**src/rtl/dmxtx_pkg.sv**
```systemverilog
package dmxtx_pkg;

	localparam int MAX_CHANNELS = 512;
	localparam int CH_AW = (MAX_CHANNELS > 1) ? $clog2(MAX_CHANNELS) : 1;

	localparam logic [9:0] MAX_SLOTS = 10'(MAX_CHANNELS);
	localparam logic [3:0] BITS_PER_SLOT = 4'd11;
	localparam logic [7:0] START_CODE = 8'h00;

	localparam logic ACT_TICK  = 1'b0;
	localparam logic ACT_WRITE = 1'b1;

	localparam logic [2:0] CFG_BIT_TICKS   = 3'd0;
	localparam logic [2:0] CFG_BREAK_TICKS = 3'd1;
	localparam logic [2:0] CFG_MAB_TICKS   = 3'd2;
	localparam logic [2:0] CFG_AFTER_TICKS = 3'd3;
	localparam logic [2:0] CFG_SLOT_COUNT  = 3'd4;

	typedef struct packed {
		logic       action;
		logic [8:0] channel;
		logic [7:0] level;
	} in_item_t;

	typedef struct packed {
		logic       line;
		logic       frame_start;
		logic       slot_start;
		logic [9:0] slot_number;
	} out_item_t;

	typedef struct packed {
		logic             is_tick;
		logic             wr_en;
		logic [CH_AW-1:0] addr;
		logic [7:0]       level;
	} cmd_t;

	typedef struct packed {
		logic [7:0]  bit_ticks;
		logic [15:0] break_ticks;
		logic [15:0] mab_ticks;
		logic [15:0] after_frame_ticks;
		logic [9:0]  slot_count;
	} cfg_t;

	typedef struct packed {
		logic take;
		logic clearing;
	} back_ctrl_t;

endpackage

```
**src/rtl/dmxtx_front.sv**
```systemverilog
module dmxtx_front (
	input  logic                  clk,
	input  logic                  arst_n,
	input  logic                  push,
	output logic                  full,
	input  dmxtx_pkg::in_item_t   request,
	input  dmxtx_pkg::back_ctrl_t ctrl,
	output logic                  cmd_valid,
	output dmxtx_pkg::cmd_t       cmd
);

	dmxtx_pkg::cmd_t cmd_mem_q [4];
	dmxtx_pkg::cmd_t cmd_in;
	logic [1:0] wptr_q, rptr_q;
	logic [2:0] cnt_q;
	logic       accept;

	// classify: tick or write, and drop writes beyond the channel store
	always_comb begin
		cmd_in.is_tick = (request.action == dmxtx_pkg::ACT_TICK);
		cmd_in.wr_en   = ({1'b0, request.channel} < dmxtx_pkg::MAX_SLOTS);
		cmd_in.addr    = request.channel[dmxtx_pkg::CH_AW-1:0];
		cmd_in.level   = request.level;
	end

	assign full      = (cnt_q == 3'd4) || ctrl.clearing;
	assign accept    = push && !full;
	assign cmd_valid = (cnt_q != 3'd0);
	assign cmd       = cmd_mem_q[rptr_q];

	always_ff @(posedge clk) begin
		if (accept) begin
			cmd_mem_q[wptr_q] <= cmd_in;
		end
	end

	always_ff @(posedge clk or negedge arst_n) begin
		if (!arst_n) begin
			wptr_q <= '0;
			rptr_q <= '0;
			cnt_q  <= '0;
		end else begin
			if (accept) begin
				wptr_q <= wptr_q + 2'd1;
			end
			if (ctrl.take) begin
				rptr_q <= rptr_q + 2'd1;
			end
			cnt_q <= cnt_q + {2'b00, accept} - {2'b00, ctrl.take};
		end
	end

endmodule

```
**src/rtl/dmxtx_back.sv**
```systemverilog
module dmxtx_back (
	input  logic                  clk,
	input  logic                  arst_n,
	input  dmxtx_pkg::cfg_t       cfg,
	input  logic                  cmd_valid,
	input  dmxtx_pkg::cmd_t       cmd,
	output dmxtx_pkg::back_ctrl_t ctrl,
	input  logic                  res_full,
	output logic                  res_push,
	output dmxtx_pkg::out_item_t  res
);

	localparam logic [1:0] PH_BREAK = 2'd0;
	localparam logic [1:0] PH_MAB   = 2'd1;
	localparam logic [1:0] PH_SLOTS = 2'd2;
	localparam logic [1:0] PH_WAIT  = 2'd3;
	localparam logic [dmxtx_pkg::CH_AW-1:0] CLR_LAST =
		dmxtx_pkg::CH_AW'(dmxtx_pkg::MAX_CHANNELS - 1);

	logic [7:0] mem [dmxtx_pkg::MAX_CHANNELS];
	logic [7:0] rd_q;

	logic [1:0]  ph_q, ph_d;
	logic [15:0] pt_q, pt_d;
	logic [15:0] aft_q, aft_d, aft_base;
	logic [7:0]  btim_q, btim_d;
	logic [3:0]  bidx_q, bidx_d, bidx_inc;
	logic [10:0] sw_q, sw_d;
	logic [9:0]  sc_q, sc_d;
	logic [16:0] pt_inc;
	logic [8:0]  btim_inc;
	logic        fs, ss, slot_first, line;

	logic                        clr_q;
	logic [dmxtx_pkg::CH_AW-1:0] clr_addr_q;
	logic                        take, exec_tick, exec_wr;
	logic                        mem_we;
	logic [dmxtx_pkg::CH_AW-1:0] mem_wa, ra;
	logic [7:0]                  mem_wd;

	logic [7:0]  bit_eff;
	logic [15:0] brk_eff, mab_eff;
	logic [9:0]  cnt_min, cnt_eff;

	assign take      = cmd_valid && !clr_q && !res_full;
	assign exec_tick = take && cmd.is_tick;
	assign exec_wr   = take && !cmd.is_tick && cmd.wr_en;
	assign ctrl.take     = take;
	assign ctrl.clearing = clr_q;

	// zero lengths act as one, slot count clamps to the store size
	assign bit_eff = (cfg.bit_ticks == 8'd0) ? 8'd1 : cfg.bit_ticks;
	assign brk_eff = (cfg.break_ticks == 16'd0) ? 16'd1 : cfg.break_ticks;
	assign mab_eff = (cfg.mab_ticks == 16'd0) ? 16'd1 : cfg.mab_ticks;
	assign cnt_min = (cfg.slot_count == 10'd0) ? 10'd1 : cfg.slot_count;
	assign cnt_eff = (cnt_min > dmxtx_pkg::MAX_SLOTS) ? dmxtx_pkg::MAX_SLOTS : cnt_min;

	// channel store: clearing sweep after reset, then channel writes
	assign mem_we = clr_q || exec_wr;
	assign mem_wa = clr_q ? clr_addr_q : cmd.addr;
	assign mem_wd = clr_q ? 8'h00 : cmd.level;
	assign ra     = sc_q[dmxtx_pkg::CH_AW-1:0];

	// rd_q always holds the byte of the next slot, fresh writes forwarded
	always_ff @(posedge clk) begin
		if (mem_we) begin
			mem[mem_wa] <= mem_wd;
		end
		if (mem_we && (mem_wa == ra)) begin
			rd_q <= mem_wd;
		end else begin
			rd_q <= mem[ra];
		end
	end

	always_ff @(posedge clk or negedge arst_n) begin
		if (!arst_n) begin
			clr_q      <= 1'b1;
			clr_addr_q <= '0;
		end else if (clr_q) begin
			clr_addr_q <= clr_addr_q + dmxtx_pkg::CH_AW'(1);
			if (clr_addr_q == CLR_LAST) begin
				clr_q <= 1'b0;
			end
		end
	end

	always_comb begin
		if (ph_q == PH_BREAK) begin
			line = 1'b0;
		end else if (ph_q == PH_SLOTS && bidx_q < dmxtx_pkg::BITS_PER_SLOT) begin
			line = sw_q[bidx_q];
		end else begin
			line = 1'b1;
		end
	end

	always_comb begin
		ph_d     = ph_q;
		pt_d     = pt_q;
		aft_d    = aft_q;
		btim_d   = btim_q;
		bidx_d   = bidx_q;
		sw_d     = sw_q;
		sc_d     = sc_q;
		fs       = 1'b0;
		ss       = 1'b0;
		pt_inc   = {1'b0, pt_q} + 17'd1;
		btim_inc = {1'b0, btim_q} + 9'd1;
		bidx_inc = bidx_q + 4'd1;
		slot_first = (bidx_q == 4'd0) && (btim_q == 8'd0);
		aft_base   = (ph_q == PH_SLOTS && slot_first) ? 16'd0 : aft_q;
		case (ph_q)
			PH_BREAK: begin
				fs   = (pt_q == 16'd0);
				pt_d = pt_inc[15:0];
				if (pt_inc >= {1'b0, brk_eff}) begin
					ph_d = PH_MAB;
					pt_d = '0;
				end
			end
			PH_MAB: begin
				pt_d = pt_inc[15:0];
				if (pt_inc >= {1'b0, mab_eff}) begin
					ph_d   = PH_SLOTS;
					pt_d   = '0;
					sc_d   = '0;
					sw_d   = {2'b11, dmxtx_pkg::START_CODE, 1'b0};
					bidx_d = '0;
					btim_d = '0;
				end
			end
			PH_SLOTS: begin
				ss     = slot_first;
				aft_d  = (aft_base == 16'hFFFF) ? aft_base : aft_base + 16'd1;
				btim_d = btim_inc[7:0];
				if (btim_inc >= {1'b0, bit_eff}) begin
					btim_d = '0;
					bidx_d = bidx_inc;
					if (bidx_inc >= dmxtx_pkg::BITS_PER_SLOT) begin
						bidx_d = '0;
						if (sc_q >= cnt_eff) begin
							if (aft_d >= cfg.after_frame_ticks) begin
								ph_d = PH_BREAK;
								pt_d = '0;
								sc_d = '0;
							end else begin
								ph_d = PH_WAIT;
							end
						end else begin
							sc_d = sc_q + 10'd1;
							sw_d = {2'b11, rd_q, 1'b0};
						end
					end
				end
			end
			PH_WAIT: begin
				aft_d = (aft_q == 16'hFFFF) ? aft_q : aft_q + 16'd1;
				if (aft_d >= cfg.after_frame_ticks) begin
					ph_d = PH_BREAK;
					pt_d = '0;
					sc_d = '0;
				end
			end
			default: begin
				ph_d = PH_BREAK;
				pt_d = '0;
				sc_d = '0;
			end
		endcase
	end

	always_ff @(posedge clk or negedge arst_n) begin
		if (!arst_n) begin
			ph_q   <= PH_BREAK;
			pt_q   <= '0;
			aft_q  <= '0;
			btim_q <= '0;
			bidx_q <= '0;
			sw_q   <= '1;
			sc_q   <= '0;
		end else if (exec_tick) begin
			ph_q   <= ph_d;
			pt_q   <= pt_d;
			aft_q  <= aft_d;
			btim_q <= btim_d;
			bidx_q <= bidx_d;
			sw_q   <= sw_d;
			sc_q   <= sc_d;
		end
	end

	assign res_push        = take;
	assign res.line        = line;
	assign res.frame_start = fs && exec_tick;
	assign res.slot_start  = ss && exec_tick;
	assign res.slot_number = sc_q;

`ifndef SYNTH
	a_clear_len: assert property (@(posedge clk) disable iff (!arst_n)
		$fell(clr_q) |-> $past(clr_addr_q) == CLR_LAST)
		else $error("clearing sweep ended early");
	a_bit_range: assert property (@(posedge clk) disable iff (!arst_n)
		(exec_tick && ph_q == PH_SLOTS) |-> bidx_q < dmxtx_pkg::BITS_PER_SLOT)
		else $error("bit index past stop bits");
	a_slot_range: assert property (@(posedge clk) disable iff (!arst_n)
		sc_q <= dmxtx_pkg::MAX_SLOTS)
		else $error("slot counter beyond store");
	a_start_stays: assert property (@(posedge clk) disable iff (!arst_n)
		(exec_tick && ss) |=> ph_q == PH_SLOTS)
		else $error("slot start left slot phase at once");
`endif

endmodule

```
**src/rtl/dmxtx_outq.sv**
```systemverilog
module dmxtx_outq (
	input  logic                 clk,
	input  logic                 arst_n,
	input  logic                 res_push,
	input  dmxtx_pkg::out_item_t res,
	output logic                 res_full,
	input  logic                 pop,
	output logic                 empty,
	output dmxtx_pkg::out_item_t result
);

	dmxtx_pkg::out_item_t ent_q [2];
	logic       wptr_q, rptr_q;
	logic [1:0] cnt_q;
	logic       take_out;

	assign res_full = (cnt_q == 2'd2);
	assign empty    = (cnt_q == 2'd0);
	assign take_out = pop && !empty;
	assign result   = ent_q[rptr_q];

	always_ff @(posedge clk) begin
		if (res_push) begin
			ent_q[wptr_q] <= res;
		end
	end

	always_ff @(posedge clk or negedge arst_n) begin
		if (!arst_n) begin
			wptr_q <= 1'b0;
			rptr_q <= 1'b0;
			cnt_q  <= '0;
		end else begin
			if (res_push) begin
				wptr_q <= !wptr_q;
			end
			if (take_out) begin
				rptr_q <= !rptr_q;
			end
			cnt_q <= cnt_q + {1'b0, res_push} - {1'b0, take_out};
		end
	end

`ifndef SYNTH
	a_no_overrun: assert property (@(posedge clk) disable iff (!arst_n)
		res_push |-> !res_full)
		else $error("result pushed into full queue");
	a_count_move: assert property (@(posedge clk) disable iff (!arst_n)
		(res_push && !take_out && cnt_q == 2'd0) |=> !empty)
		else $error("pushed result not visible");
	a_pop_drain: assert property (@(posedge clk) disable iff (!arst_n)
		(take_out && !res_push && cnt_q == 2'd1) |=> empty)
		else $error("queue not empty after last pop");
`endif

endmodule

```
**src/rtl/dmx512_frame_transmitter.sv**
```systemverilog
// DMX512 frame transmitter. After reset the block sweeps its 512-entry channel
// store to zero, one entry per clock; full stays high during the sweep,
// configuration writes are taken at any time. It then takes one item per clock
// while full is low: a tick item advances the line by one time tick (break,
// mark-after-break, start code and slots 1..slot_count, each slot a low start
// bit, eight data bits LSB first and two stop bits, bit_ticks ticks per bit),
// a write item stores one channel byte. Every item gives one result: the line
// level of that tick and the frame and slot markers. A front stage classifies
// items into a four-deep command queue, an execute stage runs the timing engine
// and the channel store (one write port, one registered read port), and a
// two-deep result queue decouples the consumer; both queues are registered.
// The store read for the next slot is done ahead of time, so writes land in the
// current frame up to the last tick of the slot before it. Write configuration
// only while no items are in flight.
module dmx512_frame_transmitter (
	input  logic                 clk,
	input  logic                 arst_n,
	input  logic                 push,
	output logic                 full,
	input  dmxtx_pkg::in_item_t  request,
	output logic                 empty,
	input  logic                 pop,
	output dmxtx_pkg::out_item_t result,
	input  logic                 cfg_valid,
	output logic                 cfg_ready,
	input  logic [2:0]           cfg_index,
	input  logic [15:0]          cfg_data
);

	dmxtx_pkg::cfg_t       cfg_q;
	dmxtx_pkg::back_ctrl_t ctrl;
	dmxtx_pkg::cmd_t       cmd;
	dmxtx_pkg::out_item_t  res;
	logic                  cmd_valid;
	logic                  res_push, res_full;

	// register file: always ready, indexes beyond the list are dropped
	assign cfg_ready = 1'b1;

	always_ff @(posedge clk or negedge arst_n) begin
		if (!arst_n) begin
			cfg_q.bit_ticks         <= 8'd4;
			cfg_q.break_ticks       <= 16'd130;
			cfg_q.mab_ticks         <= 16'd8;
			cfg_q.after_frame_ticks <= 16'd52;
			cfg_q.slot_count        <= 10'd512;
		end else if (cfg_valid && cfg_ready) begin
			case (cfg_index)
				dmxtx_pkg::CFG_BIT_TICKS:   cfg_q.bit_ticks         <= cfg_data[7:0];
				dmxtx_pkg::CFG_BREAK_TICKS: cfg_q.break_ticks       <= cfg_data;
				dmxtx_pkg::CFG_MAB_TICKS:   cfg_q.mab_ticks         <= cfg_data;
				dmxtx_pkg::CFG_AFTER_TICKS: cfg_q.after_frame_ticks <= cfg_data;
				dmxtx_pkg::CFG_SLOT_COUNT:  cfg_q.slot_count        <= cfg_data[9:0];
				default: begin
				end
			endcase
		end
	end

	// front: accept and classify each item
	dmxtx_front u_front (
		.clk       (clk),
		.arst_n    (arst_n),
		.push      (push),
		.full      (full),
		.request   (request),
		.ctrl      (ctrl),
		.cmd_valid (cmd_valid),
		.cmd       (cmd)
	);

	// back: timing engine and channel store
	dmxtx_back u_back (
		.clk       (clk),
		.arst_n    (arst_n),
		.cfg       (cfg_q),
		.cmd_valid (cmd_valid),
		.cmd       (cmd),
		.ctrl      (ctrl),
		.res_full  (res_full),
		.res_push  (res_push),
		.res       (res)
	);

	// hold results until the consumer pops them
	dmxtx_outq u_outq (
		.clk      (clk),
		.arst_n   (arst_n),
		.res_push (res_push),
		.res      (res),
		.res_full (res_full),
		.pop      (pop),
		.empty    (empty),
		.result   (result)
	);

endmodule

```
**config.mk**
```make
export PLATFORM = sky130hd
export DESIGN_NAME = dmx512_frame_transmitter
export DESIGN_NICKNAME = d
export VERILOG_FILES = /design/src/rtl/dmxtx_pkg.sv /design/src/rtl/dmxtx_front.sv /design/src/rtl/dmxtx_back.sv /design/src/rtl/dmxtx_outq.sv /design/src/rtl/dmx512_frame_transmitter.sv
export SDC_FILE = /design/constraint.sdc
export NUM_CORES = 2
export LEC_CHECK = 0
export BUFFER_PORTS_ARGS = -buffer_cell sky130_fd_sc_hd__clkbuf_2
export CAP_MARGIN = 30
export CELL_PAD_IN_SITES_DETAIL_PLACEMENT = 2
export CELL_PAD_IN_SITES_GLOBAL_PLACEMENT = 2
export CORE_MARGIN = 2
export CORE_UTILIZATION = 40
export DETAILED_ROUTE_END_ITERATION = 8
export PLACE_DENSITY_LB_ADDON = 0.1
export RECOVER_POWER = 100
export SYNTH_ARGS = -nofsm -noshare
export SYNTH_HDL_FRONTEND = slang
export SYNTH_MEMORY_MAX_BITS = 65536
export SYNTH_SLANG_ARGS = --single-unit
```
**constraint.sdc**
```tcl
create_clock -name clk -period 18.7 [get_ports clk]
set_clock_uncertainty 0.05 [all_clocks]
set_input_delay 0.935 -clock clk [delete_from_list [all_inputs] [get_ports clk]]
set_output_delay 0.935 -clock clk [all_outputs]
set_load 0.005 [all_outputs]
```
==> impl_metrics.json <==
{
  "status": "finished with violations",
  "violations": "capacitance limit, slew limit",
  "htreeDepth": 5,
  "avgSynthCellArea_um2": 19.7,
  "antenna_found_initial": 26,
  "wl_per_cell_um": 34.2,
  "dpl_worst_slack_ns": 12.27,
  "ys_warn_count": 0,
  "seq_area_mm2": 0.130,
  "max_slew_margin": -4.15,
  "period_needed_ns": 11.43,
  "multi_input_area_mm2": 0.0389,
  "synth-edff-count": 4194,
  "nFillCells": 38600,
  "areaGrowthSynthToFinish_pct": 12.6,
  "vias": 87900,
  "hpwl_um": 311000,
  "track_usage": 0.235,
  "ys.flop_type": "edfxtp_1",
  "finalPower_mw": 27.2,
  "placed_cells_incl_taps": 14200,
  "start_kind": "flip-flop",
  "worstPathRequired_ns": 18.88,
  "synth_cells": 8735,
  "numClockSinks": 4355,
  "drt_iter0_drc": 8252,
  "dieWidth_um": 659,
  "cts_made_buffers": 468,
  "first_pass_iters": 6,
  "hold_viol_final": 0,
  "power_leakage_nw": 58.3,
  "gp_congestion": 0.789,
  "clock.fmax_mhz": 87.5,
  "synth_nets": 8880,
  "drive_gt1_frac": 0.188,
  "postSynth.asyncResetShare": 0.0349,
  "arrival_ns": 11.61,
  "dieArea_mm2": 0.435,
  "powerDensity_mw_per_mm2": 141,
  "postCtsSetupBuffers": 0,
  "clkSlewWorstSetupHoldPaths_ns": 0.06,
  "setup_ws_ns": 7.27,
  "drc": 0,
  "cts_tree": "built",
  "synth_cell_types": 80,
  "cts.path.max_buffers": 4,
  "boundaryPins": 58,
  "seq_area_frac_synth": 0.757,
  "clk_latency_ns": 1.02,
  "finalWirelength_um": 516000,
  "cts_root_buf": "clkbuf_16",
  "ant_nets": 0,
  "fin_crit_sh": 0.611,
  "cts_resized": 0,
  "end_kind": "flip-flop",
  "tightest_slew_ns": 7.72,
  "grt_remaining_overflow": 0,
  "r2r_cells": 6,
  "tns_ns": 0,
  "grt_pass1_vias": 94800,
  "drv_slew": 3869,
  "critPathKind": "flip-flop to flip-flop",
  "numPortBuffers": 56,
  "holdCritPathClass": "input port to flip-flop",
  "grt_max_degree": 192,
  "viasPerCell": 5.83,
  "setup_viol": 0,
  "crit_fanout": 75,
  "syn_area_mm2": 0.172,
  "initial_core_util": 0.402,
  "ys_ff_latch": 4355,
  "die_h_um": 659,
  "layout.cells.non_filler": 15100,
  "ir_drop_uv": 160,
  "rsz0062_at_grt": "false",
  "rows": 240,
  "core_mm2": 0.427,
  "hold_depth": 1,
  "nets": 9129,
  "worst_hold_slack_ns": 0.117,
  "grt_pass1_wl_um": 735000,
  "maxCapViolations": 86
}
==> path summary, 6_finish.rpt <==
kind | from | end | slack (ns)
max | u_back.clr_q | u_back.mem[425][4] | 7.27
min | request[4] | u_front.cmd_mem_q[3][4] | 0.12
max reg2reg | u_back.clr_q | u_back.mem[425][4] | 7.27
min reg2reg | u_back.clr_addr_q[7] | u_back.clr_addr_q[7] | 0.45
max in group asynchronous | arst_n | u_back.aft_q[15] | 12.95
min in group asynchronous | arst_n | cfg_q[37] | 1.06
==> final cells by class <==
type / count / area share
multi-input cells: 3753 / 0.201
diodes: 6 / 0.0000777
flip-flops and latches: 4355 / 0.672
inverters: 91 / 0.00177
repair buffers: 315 / 0.0103
clock buffers: 579 / 0.0634
well taps: 5687 / 0.0368
clock inverters: 287 / 0.0143
==> what timing repair did <==
action,in CTS,in global routing
endpoints found under the hold margin,32,0
hold buffers,1,0
setup endpoints to repair,0,0
==> synth_stat cells, types with 18 or more instances <==
library cell,number,area (um2)
nor2_1,607,2280
xnor2_1,32,280
nor4_1,41,257
a21o_1,29,218
and3_1,31,194
inv_1,89,334
clkbuf_1,244,916
mux2_2,107,1200
dfrtp_1,134,3350
a22o_1,100,876
and2_1,24,150
buf_6,24,270
edfxtp_1,4194,126000
o31ai_1,30,225
dfstp_2,18,473
nand3_1,43,215
a21oi_1,186,931
o221ai_1,241,2110
o21ai_0,129,646
ha_1,102,1280
buf_2,147,736
mux4_2,795,17900
a211o_1,19,166
mux2i_1,542,5430
nor3_1,27,135
nand2_1,232,871
a22oi_1,82,616
nand4_1,23,144
buf_4,79,593
buf_1,37,139
a221oi_1,44,385
a211oi_1,101,758
xor2_1,23,201
==> power by group <==
group          internal [mW]  total, mW  switching (mW)
logic                   1.12       4.85            3.73
clock network           5.26       9.21            3.94
registers               13.0       13.1           0.109
==> per-layer routing <==
layer | wire, um | up-vias | part of all wire | track usage
met5 | 34 | - | 0.000066 | 0
met4 | 14600 | 6 | 0.028 | 0.0605
met3 | 24000 | 728 | 0.047 | 0.0260
met2 | 252000 | 2476 | 0.49 | 0.392
met1 | 225000 | 48200 | 0.44 | 0.329
li1 | - | 36500 | - | -
==> kinds of logic after synthesis <==
group	share of synthesized area
xor gates and xnor gates	0.00280
and+or+nand+nor	0.0276
other	0.0000218
AOI/OAI and AO/OA	0.0447
adders and majority gates	0.00755
buffers and inverters	0.0178
muxes	0.143
DFF	0.757
==> stage by stage <==
stage / utilization / cell area [um2]
global placement: 0.417 / 178000
finish: 0.452 / 193000
CTS: 0.454 / 194000
global route: 0.452 / 193000
detailed placement: 0.418 / 179000
floorplan: - / 172000
==> critical path, cell delays in order (launching register included) <==
cell and delay, ns:
dfstp_1 0.61, clkinv_1 0.48, and2_0 2.53, clkbuf_1 0.31, clkbuf_1 2.98, clkbuf_1 0.84
clkbuf_1 2.58
==> sequential cells by signal, indices dropped and copies added, names as in the netlist, 3 cells and up, named ones only <==
signal	cells
u_front.cnt_q	3
cfg_q	66
u_back.btim_q	8
u_back.bidx_q	4
u_back.pt_q	16
u_back.aft_q	16
u_back.sw_q	9
u_front.cmd_mem_q	72
u_back.mem	4096
u_back.sc_q	10
u_outq.ent_q	26
u_back.clr_addr_q	9
==> layout by cell type (no fill, tap or decap), drive strengths merged, types with 100 or more instances in the layout <==
master and instances:
o221ai 241, a211oi 101, ha 102, o21ai 131
mux4 795, clkinv 221, a22o 100, mux2i 542
clkbuf 761, nor2 607, buf 132, a21oi 186
nand2 232, mux2 108, dfrtp 134, edfxtp 4194
Power figures use the tool's default switching activity.
